`config.mk`:
```
export PLATFORM = sky130hd
export DESIGN_NAME = letter_multiset_containment_filter_flat
export DESIGN_NICKNAME = d
export VERILOG_FILES = /design/src/sv/lmcf_pkg.sv /design/src/sv/lmcf_in_if.sv /design/src/sv/lmcf_out_if.sv /design/src/sv/letter_multiset_containment_filter.sv /design/src/sv/lmcf_cell.sv /design/src/sv/lmcf_out_stage.sv /design/src/flat_wrapper.sv
export SDC_FILE = /design/constraint.sdc
export NUM_CORES = 2
export LEC_CHECK = 0
export BUFFER_PORTS_ARGS = -buffer_cell sky130_fd_sc_hd__buf_2
export CORE_ASPECT_RATIO = 0.7
export CORE_MARGIN = 5
export CORE_UTILIZATION = 56
export CTS_CLUSTER_SIZE = 16
export DETAILED_ROUTE_END_ITERATION = 12
export GPL_ROUTABILITY_DRIVEN = 0
export PLACE_DENSITY = 0.75
export SLEW_MARGIN = 0
export SYNTH_ARGS = -nofsm -noshare
export SYNTH_HDL_FRONTEND = slang
export SYNTH_SLANG_ARGS = --single-unit
```
`constraint.sdc`:
```
create_clock -name clk -period 3.56 [get_ports clk]
set_input_delay 0.534 -clock clk [delete_from_list [all_inputs] [get_ports clk]]
set_output_delay 0.534 -clock clk [all_outputs]
set_load 0.1 [all_outputs]
```
`src/sv/lmcf_pkg.sv`:
```
package lmcf_pkg;

    localparam int ALPHABET_SIZE = 26;
    localparam int COUNT_BITS    = 8;
    localparam int FUNC_W        = 2;
    localparam int LETTER_W      = 5;
    localparam int NUMBER_W      = 16;

    typedef logic [COUNT_BITS-1:0] count_t;
    typedef logic [FUNC_W-1:0]     func_t;
    typedef logic [LETTER_W-1:0]   letter_t;
    typedef logic [NUMBER_W-1:0]   number_t;

    localparam count_t COUNT_MAX = '1;

    localparam func_t FUNC_REQUIRE   = 2'd0;
    localparam func_t FUNC_CANDIDATE = 2'd1;
    localparam func_t FUNC_CLEAR     = 2'd2;

    typedef struct packed {
        func_t   func;
        letter_t letter;
        logic    has_letter;
        logic    word_end;
        logic    ok;
    } beat_t;

endpackage

```
`src/sv/lmcf_in_if.sv`:
```
interface lmcf_in_if;
    logic                  valid;
    logic                  ready;
    lmcf_pkg::func_t       func;
    lmcf_pkg::letter_t     letter;
    logic                  has_letter;
    logic                  word_end;

    modport source (output valid, output func, output letter, output has_letter,
                    output word_end, input ready);
    modport sink   (input valid, input func, input letter, input has_letter,
                    input word_end, output ready);
endinterface

```
`src/sv/lmcf_out_if.sv`:
```
interface lmcf_out_if;
    logic                  valid;
    logic                  ready;
    logic                  universal;
    lmcf_pkg::number_t     candidate_number;

    modport source (output valid, output universal, output candidate_number, input ready);
    modport sink   (input valid, input universal, input candidate_number, output ready);
endinterface

```
`src/sv/letter_multiset_containment_filter.sv`:
```
// Letter multiset containment filter.
// letters: one beat per letter (func, letter, has_letter, word_end). func 0
//   builds a requirement word, func 1 a candidate word, func 2 clears the
//   requirement table and any partial word; func 3 is ignored.
// results: one beat per candidate word end: universal is 1 when every letter
//   count of the word meets the stored requirement; candidate_number counts
//   candidates from zero and wraps at 16 bits.
// Each beat walks a row of 26 letter cells, one cell per cycle while the next
//   cell has room; each cell holds the working and required count of its
//   letter and checks its count when a candidate word end passes.
// A word_end beat passes each cell register in turn, then the result
//   register, before its result is valid. Throughput: one letter beat
//   per cycle while no stage stalls; every cell stage has its own valid.
// Reset clears all counts, the candidate counter and every stage valid.
// When results stalls, the held result waits in its register; beats keep
//   entering while cell stages have room, and only a candidate word end
//   reaching the result register waits for it to empty.
module letter_multiset_containment_filter (
    input  logic       clk,
    input  logic       rst_n,
    lmcf_in_if.sink    letters,
    lmcf_out_if.source results
);

    logic            stage_valid [0:lmcf_pkg::ALPHABET_SIZE];
    lmcf_pkg::beat_t stage_beat  [0:lmcf_pkg::ALPHABET_SIZE];
    logic            stage_ready [0:lmcf_pkg::ALPHABET_SIZE];

    assign stage_valid[0]           = letters.valid;
    assign stage_beat[0].func       = letters.func;
    assign stage_beat[0].letter     = letters.letter;
    assign stage_beat[0].has_letter = letters.has_letter;
    assign stage_beat[0].word_end   = letters.word_end;
    assign stage_beat[0].ok         = 1'b1;
    assign letters.ready            = stage_ready[0];

    for (genvar i = 0; i < lmcf_pkg::ALPHABET_SIZE; i++)
    begin : g_cell
        lmcf_cell u_cell (
            .clk      (clk),
            .rst_n    (rst_n),
            .cell_idx (lmcf_pkg::letter_t'(i)),
            .up_valid (stage_valid[i]),
            .up_beat  (stage_beat[i]),
            .up_ready (stage_ready[i]),
            .dn_valid (stage_valid[i+1]),
            .dn_beat  (stage_beat[i+1]),
            .dn_ready (stage_ready[i+1])
        );
    end

    lmcf_out_stage u_out (
        .clk      (clk),
        .rst_n    (rst_n),
        .up_valid (stage_valid[lmcf_pkg::ALPHABET_SIZE]),
        .up_beat  (stage_beat[lmcf_pkg::ALPHABET_SIZE]),
        .up_ready (stage_ready[lmcf_pkg::ALPHABET_SIZE]),
        .results  (results)
    );

endmodule

```
`src/sv/lmcf_cell.sv`:
```
// One letter slot: holds the working and required count for cell_idx.
module lmcf_cell (
    input  logic              clk,
    input  logic              rst_n,
    input  lmcf_pkg::letter_t cell_idx,
    input  logic              up_valid,
    input  lmcf_pkg::beat_t   up_beat,
    output logic              up_ready,
    output logic              dn_valid,
    output lmcf_pkg::beat_t   dn_beat,
    input  logic              dn_ready
);

    logic             valid_reg;
    logic             valid_next;
    lmcf_pkg::beat_t  beat_reg;
    lmcf_pkg::beat_t  beat_next;
    lmcf_pkg::count_t word_reg;
    lmcf_pkg::count_t word_next;
    lmcf_pkg::count_t req_reg;
    lmcf_pkg::count_t req_next;
    lmcf_pkg::count_t word_inc;
    logic             load;
    logic             hit;

    assign up_ready = !valid_reg || dn_ready;
    assign load     = up_valid && up_ready;
    assign dn_valid = valid_reg;
    assign dn_beat  = beat_reg;

    assign hit      = up_beat.has_letter && (up_beat.letter == cell_idx)
                      && (word_reg != lmcf_pkg::COUNT_MAX);
    assign word_inc = hit ? word_reg + lmcf_pkg::count_t'(1) : word_reg;

    always_comb
    begin
        valid_next = up_ready ? up_valid : valid_reg;
        beat_next  = up_beat;
        word_next  = word_reg;
        req_next   = req_reg;
        if (load)
        begin
            unique case (up_beat.func)
                lmcf_pkg::FUNC_CLEAR:
                begin
                    word_next = '0;
                    req_next  = '0;
                end
                lmcf_pkg::FUNC_REQUIRE:
                begin
                    if (up_beat.word_end)
                    begin
                        word_next = '0;
                        if (word_inc > req_reg)
                            req_next = word_inc;
                    end
                    else
                        word_next = word_inc;
                end
                lmcf_pkg::FUNC_CANDIDATE:
                begin
                    if (up_beat.word_end)
                    begin
                        word_next    = '0;
                        beat_next.ok = up_beat.ok && (word_inc >= req_reg);
                    end
                    else
                        word_next = word_inc;
                end
                default:
                begin
                end
            endcase
        end
    end

    always_ff @(posedge clk or negedge rst_n)
    begin
        if (!rst_n)
        begin
            valid_reg <= 1'b0;
            word_reg  <= '0;
            req_reg   <= '0;
        end
        else
        begin
            valid_reg <= valid_next;
            word_reg  <= word_next;
            req_reg   <= req_next;
        end
    end

    always_ff @(posedge clk)
    begin
        if (load)
            beat_reg <= beat_next;
    end

endmodule

```
`src/sv/lmcf_out_stage.sv`:
```
// Result register: keeps candidate word ends, drops every other beat.
module lmcf_out_stage (
    input  logic            clk,
    input  logic            rst_n,
    input  logic            up_valid,
    input  lmcf_pkg::beat_t up_beat,
    output logic            up_ready,
    lmcf_out_if.source      results
);

    logic              out_valid_reg;
    logic              out_valid_next;
    logic              universal_reg;
    lmcf_pkg::number_t number_reg;
    lmcf_pkg::number_t counter_reg;
    lmcf_pkg::number_t counter_next;
    logic              is_result;
    logic              load;

    assign is_result = (up_beat.func == lmcf_pkg::FUNC_CANDIDATE) && up_beat.word_end;
    assign up_ready  = !is_result || !out_valid_reg || results.ready;
    assign load      = up_valid && is_result && up_ready;

    assign out_valid_next = load ? 1'b1 : (results.ready ? 1'b0 : out_valid_reg);
    assign counter_next   = load ? counter_reg + lmcf_pkg::number_t'(1) : counter_reg;

    always_ff @(posedge clk or negedge rst_n)
    begin
        if (!rst_n)
        begin
            out_valid_reg <= 1'b0;
            counter_reg   <= '0;
        end
        else
        begin
            out_valid_reg <= out_valid_next;
            counter_reg   <= counter_next;
        end
    end

    always_ff @(posedge clk)
    begin
        if (load)
        begin
            universal_reg <= up_beat.ok;
            number_reg    <= counter_reg;
        end
    end

    assign results.valid            = out_valid_reg;
    assign results.universal        = universal_reg;
    assign results.candidate_number = number_reg;

endmodule
```
`src/flat_wrapper.sv`:
```
// flat-port wrapper written by rule: the top's interface ports become plain ports
module letter_multiset_containment_filter_flat 
  (clk, rst_n, letters_valid, letters_func, letters_letter, letters_has_letter, letters_word_end, letters_ready, results_valid, results_universal, results_candidate_number, results_ready);
  lmcf_in_if letters_i ();
  lmcf_out_if results_i ();
  input  logic clk;
  input  logic rst_n;
  input wire logic [$bits(letters_i.valid)-1:0] letters_valid;
  input wire logic [$bits(letters_i.func)-1:0] letters_func;
  input wire logic [$bits(letters_i.letter)-1:0] letters_letter;
  input wire logic [$bits(letters_i.has_letter)-1:0] letters_has_letter;
  input wire logic [$bits(letters_i.word_end)-1:0] letters_word_end;
  output wire logic [$bits(letters_i.ready)-1:0] letters_ready;
  output wire logic [$bits(results_i.valid)-1:0] results_valid;
  output wire logic [$bits(results_i.universal)-1:0] results_universal;
  output wire logic [$bits(results_i.candidate_number)-1:0] results_candidate_number;
  input wire logic [$bits(results_i.ready)-1:0] results_ready;
  assign letters_i.valid = letters_valid;
  assign letters_i.func = letters_func;
  assign letters_i.letter = letters_letter;
  assign letters_i.has_letter = letters_has_letter;
  assign letters_i.word_end = letters_word_end;
  assign letters_ready = letters_i.ready;
  assign results_valid = results_i.valid;
  assign results_universal = results_i.universal;
  assign results_candidate_number = results_i.candidate_number;
  assign results_i.ready = results_ready;
  letter_multiset_containment_filter u_core (.clk(clk), .rst_n(rst_n), .letters(letters_i), .results(results_i));
endmodule
```
==> results_dict.tcl <==
set metrics [dict create \
    status "finished clean" \
    grt_use_total_pct 22.2 \
    grt_pass1_vias 27400 \
    cts_buffers 73 \
    drcViolationCount 0 \
    synth_cell_types 81 \
    grt_overflow 0 \
    min_period_ps 3460 \
    async_flop_share_pct 62.9 \
    path_depth 14 \
    worstHoldStart "letters_has_letter" \
    wl_per_cell_um 17.4 \
    critical_path_class "reg2reg" \
    fin_ws_ps 97.9 \
    htree_levels 3 \
    tightest_slew_ps 1180 \
    die_area_um2 74700 \
    drtIter0Drc 2511 \
    largest_reg_flops 254 \
    rr_worst_depth 14 \
    dr.pass1.iters 6 \
    synth_warnings 0 \
    synth_seq_cells 730 \
    final_cells 4847 \
    total_power_w 0.0177 \
    finalHoldViolCount 0 \
    fin_crit_sh_pct 97.2 \
    ir_worst_vdd_uv 431 \
    synth_edf_count 271 \
    worstPathArrival_ps 3970 \
    rows 80 \
    r2r_slack_ps 100 \
    ios 32 \
    rr_startpoint "u_core.g_cell[7].u_cell.dn_beat[4]$_DFFE_PP_" \
    layout-drive-gt1-share_pct 12.3 \
    whs_endpoint "u_core.g_cell[0].u_cell.dn_beat[2]$_DFFE_PP_" \
    slew_viol_final 0 \
    cts_max_path_buffers 3 \
    place_inst 4686 \
    clock_skew_ps 19.2 \
    final_area_um2 44000 \
    worst-path-buf-inv 3 \
    ant_nets 0 \
    p_leak_nw 19.3 \
    cts_sinks 730 \
    synth.area.top_cells "dfrtp_1 (30%), edfxtp_1 (21%), ha_1 (7.6%)" \
    crit_top_cell "buf_4" \
    hp-class "in2reg" \
    design.core.area_um2 68400 \
    crit_path_max_fanout 7 \
    num-nets-final 4132 \
    synth_top_area_cell "dfrtp_1" \
    dpl-instance-area_um2 40800 \
    worstSetupStartpoint "u_core.g_cell[7].u_cell.dn_beat[4]$_DFFE_PP_" \
    avgSynthCellArea_um2 10.5 \
    crit_family "simple AND/OR/NAND/NOR gates" \
    yosysSeqAreaShare_pct 50.6 \
    crit_path_cell_trace "nor4b_2, buf_4, o211ai_1, or3_1, and2_1, inv_1, ha_1, nand4_1, o21bai_1, a31oi_1, o21ai_1, a211oi_2, buf_4, mux2_2" \
    path_clk_slew_ps 60 \
    start_util_pct 56.7 \
    dpl.hpwl_mm 59.7 \
    holdPathStages 1 \
    crit_required_ps 4070 \
    synth_area_um2 38800 \
    maxCapViolCount 0 \
    cpMaxStageDelayCell "or3_1" \
    vias 28500 \
    grt_pass1_wl_mm 140 \
    power.density_nw_per_um2 402 \
    clock.fmax_mhz 289 \
    cts_tree "yes" \
    finish.utilization_pct 64.3 \
    antenna_found_initial 0 \
    io_buffer_count 31 \
    clockRootBuffer "clkbuf_16" \
    rr_endpoint "u_core.g_cell[8].u_cell.req_reg[1]$_DFFE_PN0P_" \
    synthTopCellsByCount "dfrtp_1 (459), inv_1 (369), nand2_1 (348), edfxtp_1 (271), ha_1 (235)" \
    die_w_um 325 \
    ys.flop_type "dfrtp_1" \
    die_h_um 230 \
    slew_headroom_pct 21.3 \
    critPathCaptureType "flip-flop" \
    setup_viol 0 \
    area_growth_pct 13.3 \
    synth_top_cell_area_share_pct 29.6 \
    routed_wl_mm 84.5 \
    vias_per_cell 5.88 \
    syn_inst 3708 \
    critPathMaxStageDelay_ps 430 \
    grt_max_degree 82 \
    nFillCells 5254 \
    synth_nets 3956 \
    clk_latency_ps 630 \
    pre_cts_slack_ps -136 \
    startpoint_type "flip-flop" \
    yosysMostFrequentCell "dfrtp_1" \
]
## cell type report
type / count / area (um2) / area share, %
sequential: 730 / 19600 / 44.6
multi-input combinational: 2514 / 17800 / 40.5
clock buffer: 90 / 2030 / 4.61
timing repair buffer: 195 / 1480 / 3.36
inverter: 370 / 1390 / 3.16
tap: 902 / 1130 / 2.57
clock inverter: 45 / 533 / 1.21
antenna: 1 / 2.50 / 0.00569
## where the power goes
group          total (W)  switching, W  internal, W
clock            0.00825       0.00332      0.00493
sequential       0.00886     0.0000717      0.00879
combinational   0.000542      0.000384     0.000157
## through the flow
step	TNS, ps	hold WS, ps
2_1_floorplan	0	238
3_3_place_gp	-121	420
3_5_place_dp	-848	427
4_1_cts	0	58.4
5_1_grt	-638	65.0
6_report	0	94.7
## cell families after synthesis
| logic type | count (synthesis) | synth area share (%) |
|---|---|---|
| AOI/OAI and AO/OA | 781 | 13.9 |
| xor gates and xnor gates | 166 | 3.75 |
| adders and majority gates | 235 | 7.58 |
| buffers and inverters | 464 | 4.57 |
| DFF | 730 | 50.6 |
| muxes | 122 | 3.40 |
| and+or+nand+nor | 1210 | 16.3 |
## worst max path at each step
stage                                                           end  slack (ps)
CTS                                                   letters_ready          10
global placement    u_core.g_cell[25].u_cell.req_reg[1]$_DFFE_PN0P_         -20
detailed placement  u_core.g_cell[25].u_cell.req_reg[3]$_DFFE_PN0P_        -140
global route        u_core.g_cell[21].u_cell.req_reg[6]$_DFFE_PN0P_         -50
finish               u_core.g_cell[8].u_cell.req_reg[1]$_DFFE_PN0P_         100
floorplan           u_core.g_cell[24].u_cell.req_reg[0]$_DFFE_PN0P_         120
## cells in the final DEF (no fill, tap or decap), types with 15 or more instances in the layout
master / netlist / routed
o21ai_0: 225 / 212
o21a_1: 31 / 31
o21bai_1: 22 / 21
and2_1: 25 / 25
mux2_2: 49 / 49
o21ai_1: 11 / 23
nor2b_1: 44 / 44
mux2i_1: 66 / 62
dfrtp_1: 459 / 459
inv_1: 369 / 369
nand3_1: 121 / 119
xor2_1: 76 / 73
ha_1: 235 / 232
nor3_1: 59 / 53
buf_2: 11 / 30
edfxtp_1: 271 / 271
a31oi_1: 31 / 30
nand4_1: 107 / 107
xnor2_1: 90 / 86
buf_4: 1 / 156
or2_2: 33 / 33
and3_1: 44 / 38
and4_1: 27 / 27
nor2_1: 187 / 179
a22o_1: 34 / 34
nand3b_1: 16 / 16
o31ai_1: 112 / 111
nand2b_1: 49 / 49
or3_1: 24 / 23
a21o_1: 42 / 40
nand2_1: 348 / 347
nor4_1: 39 / 39
o211ai_1: 30 / 30
clkbuf_16: 0 / 79
a32o_1: 27 / 26
o2bb2ai_1: 24 / 24
or4_1: 19 / 15
o22ai_1: 21 / 20
a21oi_1: 68 / 66
## routing by layer
metal / global-route usage [%] / wire length [um] / part of all wire (%) / up-vias
met5: 0 / 0 / 0 / -
met3: 3.86 / 4560 / 5.4 / 110
met4: 4.87 / 1420 / 1.7 / 0
met1: 34.7 / 42700 / 51 / 13800
met2: 32.5 / 35900 / 42 / 686
li1: - / - / - / 13900
## repair_timing
item / CTS / global route
setup buffers: 0 / 23
pin swaps: 0 / 21
gates resized for setup: 9 / 82
setup endpoints to repair: 26 / 159
hold endpoints to repair: 61 / 0
hold buffers: 1 / 0
gates cloned: 0 / 1
(Power assumes the default switching activity.)
